## config.mk

```make
export PLATFORM = sky130hd
export DESIGN_NAME = ecomp_front
export DESIGN_NICKNAME = d
export VERILOG_FILES = /design/src/rtl/ecomp_pkg.sv /design/src/rtl/ecomp_front.sv
export SDC_FILE = /design/constraint.sdc
export NUM_CORES = 1
export LEC_CHECK = 0
export BUFFER_PORTS_ARGS = -buffer_cell sky130_fd_sc_hd__buf_2
export CORE_ASPECT_RATIO = 1.1
export CORE_MARGIN = 1
export CORE_UTILIZATION = 29
export CTS_BUF_LIST = sky130_fd_sc_hd__clkbuf_2
export DETAILED_ROUTE_END_ITERATION = 8
export GPL_TIMING_DRIVEN = 0
export PLACE_DENSITY = 0.46
export SETUP_SLACK_MARGIN = 0.02
export SLEW_MARGIN = 20
export SYNTH_ARGS = -nofsm -noshare
export SYNTH_HDL_FRONTEND = slang
export SYNTH_SLANG_ARGS = --single-unit
export TNS_END_PERCENT = 30
```

## constraint.sdc

```tcl
create_clock -name clk -period 10.1 [get_ports clk]
set_input_delay 2.02 -clock clk [delete_from_list [all_inputs] [get_ports clk]]
set_output_delay 2.02 -clock clk [all_outputs]
set_load 0.02 [all_outputs]
```

## src/rtl/ecomp_pkg.sv

```systemverilog
// Shared types, constants and helper functions of the sensor compensation block.
package ecomp_pkg;

    localparam int CFG_DATA_W  = 64;
    localparam int CFG_INDEX_W = 3;

    localparam logic [CFG_INDEX_W-1:0] CFG_TEMP_CAL    = 3'd0;
    localparam logic [CFG_INDEX_W-1:0] CFG_PRESS_CAL_A = 3'd1;
    localparam logic [CFG_INDEX_W-1:0] CFG_PRESS_CAL_B = 3'd2;
    localparam logic [CFG_INDEX_W-1:0] CFG_PRESS_CAL_C = 3'd3;
    localparam logic [CFG_INDEX_W-1:0] CFG_HUMID_CAL   = 3'd4;

    localparam int STEP_W = 5;
    localparam logic [STEP_W-1:0] STEP_T_A     = 5'd0;
    localparam logic [STEP_W-1:0] STEP_T_SQ    = 5'd1;
    localparam logic [STEP_W-1:0] STEP_T_FINE  = 5'd2;
    localparam logic [STEP_W-1:0] STEP_H_A     = 5'd3;
    localparam logic [STEP_W-1:0] STEP_H_B     = 5'd4;
    localparam logic [STEP_W-1:0] STEP_H_C     = 5'd5;
    localparam logic [STEP_W-1:0] STEP_H_D     = 5'd6;
    localparam logic [STEP_W-1:0] STEP_H_E     = 5'd7;
    localparam logic [STEP_W-1:0] STEP_H_V     = 5'd8;
    localparam logic [STEP_W-1:0] STEP_H_SQ    = 5'd9;
    localparam logic [STEP_W-1:0] STEP_H_FIX   = 5'd10;
    localparam logic [STEP_W-1:0] STEP_P_SQ    = 5'd11;
    localparam logic [STEP_W-1:0] STEP_P_V2A   = 5'd12;
    localparam logic [STEP_W-1:0] STEP_P_V2B   = 5'd13;
    localparam logic [STEP_W-1:0] STEP_P_V1A   = 5'd14;
    localparam logic [STEP_W-1:0] STEP_P_V1B   = 5'd15;
    localparam logic [STEP_W-1:0] STEP_P_DEN   = 5'd16;
    localparam logic [STEP_W-1:0] STEP_P_NUM   = 5'd17;
    localparam logic [STEP_W-1:0] STEP_P_Q1A   = 5'd18;
    localparam logic [STEP_W-1:0] STEP_P_Q1B   = 5'd19;
    localparam logic [STEP_W-1:0] STEP_P_Q2    = 5'd20;

    localparam logic [31:0] HUM_LIMIT = 32'd419430400;

    typedef struct packed {
        logic [19:0] raw_temperature;
        logic [19:0] raw_pressure;
        logic [15:0] raw_humidity;
    } sample_t;

    typedef struct packed {
        logic signed [31:0] temperature;
        logic [31:0]        pressure;
        logic               pressure_ok;
        logic [16:0]        humidity;
    } result_t;

    typedef struct packed {
        logic [47:0] temp_cal;
        logic [63:0] press_cal_a;
        logic [63:0] press_cal_b;
        logic [15:0] press_cal_c;
        logic [63:0] humid_cal;
    } cal_t;

    function automatic logic [31:0] asr32(input logic [31:0] x, input int unsigned n);
        asr32 = 32'($signed(x) >>> n);
    endfunction

    function automatic logic [63:0] asr64(input logic [63:0] x, input int unsigned n);
        asr64 = 64'($signed(x) >>> n);
    endfunction

    function automatic logic [63:0] sx32(input logic [31:0] x);
        sx32 = {{32{x[31]}}, x};
    endfunction

    function automatic logic [63:0] sx16(input logic [15:0] x);
        sx16 = {{48{x[15]}}, x};
    endfunction

endpackage

```

## src/rtl/ecomp_front.sv

```systemverilog
// Front end: two-entry queue that takes raw sample words ahead of the compute engine.
module ecomp_front
    import ecomp_pkg::*;
(
    input  logic    clk,
    input  logic    rst_n,
    input  logic    in_valid,
    output logic    in_ready,
    input  sample_t in_word,
    output logic    out_valid,
    input  logic    out_ready,
    output sample_t out_word
);

    sample_t     slot_reg [2];
    logic        wr_ptr_reg, wr_ptr_next;
    logic        rd_ptr_reg, rd_ptr_next;
    logic [1:0]  count_reg, count_next;
    logic        push, pop;

    assign in_ready  = (count_reg != 2'd2);
    assign out_valid = (count_reg != 2'd0);
    assign out_word  = slot_reg[rd_ptr_reg];
    assign push      = in_valid && in_ready;
    assign pop       = out_valid && out_ready;

    always_comb
    begin
        wr_ptr_next = push ? ~wr_ptr_reg : wr_ptr_reg;
        rd_ptr_next = pop ? ~rd_ptr_reg : rd_ptr_reg;
        count_next  = count_reg + 2'(push) - 2'(pop);
    end

    always_ff @(posedge clk or negedge rst_n)
    begin
        if (!rst_n)
        begin
            wr_ptr_reg <= 1'b0;
            rd_ptr_reg <= 1'b0;
            count_reg  <= 2'd0;
        end
        else
        begin
            wr_ptr_reg <= wr_ptr_next;
            rd_ptr_reg <= rd_ptr_next;
            count_reg  <= count_next;
        end
    end

    always_ff @(posedge clk)
    begin
        if (push)
        begin
            slot_reg[wr_ptr_reg] <= in_word;
        end
    end

endmodule

```

# --- Word level (Yosys, flattened, before mapping) ---
# Memory sizes are Yosys's and may differ from the RTL's.
# Index checks and enable logic that the tools add are counted.
op_classes:
  addsub: 2
  eq_ne: 1
  mux: 2
  bitwise_logic: 2
  n_reduce_logical: 3
op_table:
  columns: ["op", "n"]
  rows:
  - ["2-bit by 1-bit adder with 2-bit output", 1]
  - ["1-bit logical AND", 2]
  - ["1-bit 2-to-1 mux", 2]
  - ["2-bit != test, second input constant", 1]
  - ["1-bit NOT", 2]
  - ["2-bit nonzero test", 1]
  - ["2-bit by 1-bit subtractor with 2-bit output", 1]
word_totals:
  ff_bits: 4
  ramBits: 112
  output_inout_bits: 58
  word_cells: 14
  mem_count: 1
memory_table:
  columns: ["memory", "depth", "word_bits", "read_ports", "rd_clocked_by_memory_dff", "write_ports", "line", "source"]
  rows:
  - ["slot_reg", 2, 56, 1, 0, 1, "ecomp_front.sv:15", "sample_t slot_reg [2];"]

# --- Longest topological paths before layout ---
depth:
  ltp_word: 4
  ltp_mapped: 7
  depth_no_buf: 7

# --- Worst setup path after synthesis ---
# Ideal clock, no wire load.
synth_path:
  path_type: "input port to flip-flop"
  from: "input port in_valid"
  to: "memory slot_reg[0][0] in the netlist's numbering, enable pin"
  arrival_time_ps: 4467
  t_required_ps: 9630
  path_slack_ps: 5163
  stages: 2
  path_buffers: 0
  path_cell_list: "nand2_1 nor2_1"
synth_via:
  elab_chain_len: 3
synth_lines:
  columns: ["element", "line", "source"]
  rows:
  - ["from (decl)", "ecomp_front.sv:7", "input logic in_valid,"]
  - ["1-bit logical AND", "ecomp_front.sv:24", "assign push = in_valid && in_ready;"]
  - ["1-bit 2-to-1 mux", "ecomp_front.sv:52", "if (push)"]
  - ["1-bit 2-to-1 mux (not written as such)", "ecomp_front.sv:54", "slot_reg[wr_ptr_reg] <= in_word;"]
  - ["to (decl)", "ecomp_front.sv:15", null]
# No other way between the ends.

==> flow_metrics.env <==
export IMPL_hp_class="flop to flop"
export IMPL_cts_inserted_buffers=17
export IMPL_area_delta_synth_final_pct=26.10
export IMPL_cts_root_buf="clkbuf_2"
export IMPL_drive_gt1_frac=0.6192
export IMPL_io_pins=118
export IMPL_power_leakage_uw=0.002148
export IMPL_die_w_um=118.9
export IMPL_grt_pass1_vias=2249
export IMPL_yosysSeqAreaShare=0.7947
export IMPL_largest_reg_flops=112
export IMPL_htree_levels=4
export IMPL_finalWeightedCongestion=0.6524
export IMPL_setup_ws_ps=6176
export IMPL_nets=393
export IMPL_wl_per_cell_um=14.43
export IMPL_final_area_um2=5495
export IMPL_synth_fp_nets=253
export IMPL_core_um2=14560
export IMPL_rsz0062_at_grt="false"
export IMPL_tns_ps=0
export IMPL_required_ps=8080
export IMPL_drt_iter0_markers=63
export IMPL_cp_end_kind="output pin"
export IMPL_num_vias=2217
export IMPL_cts_tree="done"
export IMPL_finalCriticalPeriod_ps=3924
export IMPL_slowest_stage="dfrtp_1"
export IMPL_worstPathMaxFanout=10
export IMPL_path_clk_slew_ps=170
export IMPL_antennaDiodeCount=0
export IMPL_antenna_found_initial=1
export IMPL_setup_viol_count_final=0
export IMPL_placed_cell_area_um2=5284
export IMPL_cts_resized=0
export IMPL_cpMostUsedCell="buf_6"
export IMPL_synth_area_um2=4358
export IMPL_fp_dieH_um=130.6
export IMPL_path_cells="buf_6 -> buf_6 -> mux2_4 -> buf_2"
export IMPL_fin_skew_ps=22.62
export IMPL_slew_violations=0
export IMPL_path_delay_family="buffers and inverters"
export IMPL_slowest_delay_ps=400
export IMPL_slew_limit_headroom=0.6940
export IMPL_cts_sinks=116
export IMPL_worst_slew_pin_slew_ps=459.0
export IMPL_worst_setup_path_start_kind="flop"
export IMPL_cts_setup_buffers=0
export IMPL_arrival_ps=1900
export IMPL_ant_nets=0
export IMPL_post_drt_via_cell_ratio=4.136
export IMPL_hold_ws_ps=539.5
export IMPL_finalCritPeriodShare=0.3885
export IMPL_ir_worst_vdd_mv=0.1858
export IMPL_io_buffers=117
export IMPL_cts_hold_buffers=0
export IMPL_gr_total_overflow=0
export IMPL_dp_hpwl_um=5034
export IMPL_synthCells=191
export IMPL_drt_total_wl_um=7736
export IMPL_synth_cell_type_count=16
export IMPL_hold_viol=0
export IMPL_ys_ff_latch=116
export IMPL_grt_pass1_wl_um=11580
export IMPL_dieArea_um2=15520
export IMPL_power_density_nw_per_um2=286.7
export IMPL_grt_max_degree=33
export IMPL_clockBufferDepth=2
export IMPL_rows=46
export IMPL_worstSkewPairLatency_ps=670
export IMPL_pre_cts_ws_ps=6857
export IMPL_initial_utilization=0.2993
export IMPL_fillers=1404
export IMPL_drtPass1Iterations=4
export IMPL_drv_cap=0
export IMPL_drc_errors=0
export IMPL_path_buf_inv=3
export IMPL_final_core_util=0.3774
export IMPL_maxClockFrequency_ghz=0.2548
export IMPL_syn_avg_cell_area_um2=22.82
export IMPL_grt_use_total=0.1059
export IMPL_ys_warn_count=0
export IMPL_status="complete, no violations"
export IMPL_crit_type="flop to output pin"
Yosys cell counts, drive strengths merged:
| cell type | n | area share |
|---|---|---|
| xnor2 | 3 | 0.0060 |
| nand2b | 1 | 0.0014 |
| edfxtp | 112 | 0.77 |
| and3 | 1 | 0.0014 |
| xor2 | 1 | 0.0020 |
| buf | 6 | 0.013 |
| inv | 1 | 0.00086 |
| dfrtp | 4 | 0.023 |
| ha | 2 | 0.0057 |
| nand2 | 1 | 0.00086 |
| mux2 | 56 | 0.17 |
| and2 | 1 | 0.0014 |
| nor2 | 1 | 0.00086 |
| or2 | 1 | 0.0014 |
layout make-up:
type	instances	area, um^2	share of cell area
buffer	6	55.05	0.01002
inverter	1	3.754	0.0006831
timing repair buffer	121	673.1	0.1225
tap	192	240.2	0.04372
clock buffer	19	95.09	0.01730
sequential	116	3463	0.6302
multi-input combinational	68	848.3	0.1544
clock inverter	13	116.4	0.02117
report_power, final:
| part | switching (uW) | leakage (uW) | total, uW | internal, uW |
|---|---|---|---|---|
| sequential | 26.7 | 0.00109 | 683 | 656 |
| combinational | 343 | 0.000924 | 616 | 272 |
| clock | 167 | 0.000137 | 277 | 110 |
| total | 537 | 0.00215 | 1580 | 1040 |
worst paths after layout:
path,from,endpoint,slack [ps],cells after the start
max,rd_ptr_reg,out_word[27],6180,4
min,count_reg[0],count_reg[0],540,1
max reg2reg,count_reg[1],count_reg[1],8370,7
min reg2reg,count_reg[0],count_reg[0],540,1
max in group asynchronous,rst_n,rd_ptr_reg,8840,1
min in group asynchronous,rst_n,wr_ptr_reg,1120,1
stage by stage:
| step | instances | power, uW |
|---|---|---|
| 6_report | 536 | 1576 |
| 3_5_place_dp | 504 | 1329 |
| 3_3_place_gp | 500 | 1309 |
| 5_1_grt | 536 | 1667 |
| 2_1_floorplan | 191 | 1125 |
| 4_1_cts | 536 | 1615 |
cells by family (layout without fill, tap and decap cells):
logic type	count (synthesis)	after routing	synth area share
DFF	116	116	0.7947
and+or+nand+nor	6	6	0.007467
adders and majority gates	2	2	0.005741
buffers and inverters	7	160	0.01349
xor gates and xnor gates	4	4	0.008041
muxes	56	56	0.1705
layout by cell type (no fill, tap or decap), drive strengths merged:
| cell type | netlist | routed |
|---|---|---|
| mux2 | 56 | 56 |
| xor2 | 1 | 1 |
| clkbuf | 0 | 19 |
| or2 | 1 | 1 |
| dfrtp | 4 | 4 |
| edfxtp | 112 | 112 |
| xnor2 | 3 | 3 |
| nand2 | 1 | 1 |
| nand2b | 1 | 1 |
| nor2 | 1 | 1 |
| clkinv | 0 | 10 |
| ha | 2 | 2 |
| and2 | 1 | 1 |
| and3 | 1 | 1 |
| buf | 6 | 127 |
| bufinv | 0 | 2 |
| clkinvlp | 0 | 1 |
| inv | 1 | 1 |
layer usage:
metal / vias to the layer above / wire length, um / track usage
met2: 89 / 3673 / 0.1665
met3: 16 / 619 / 0.05165
met1: 1071 / 3246 / 0.1148
met5: - / 13 / 0
li1: 1039 / - / -
met4: 2 / 183 / 0.06925
Power figures use the tool's default switching activity.
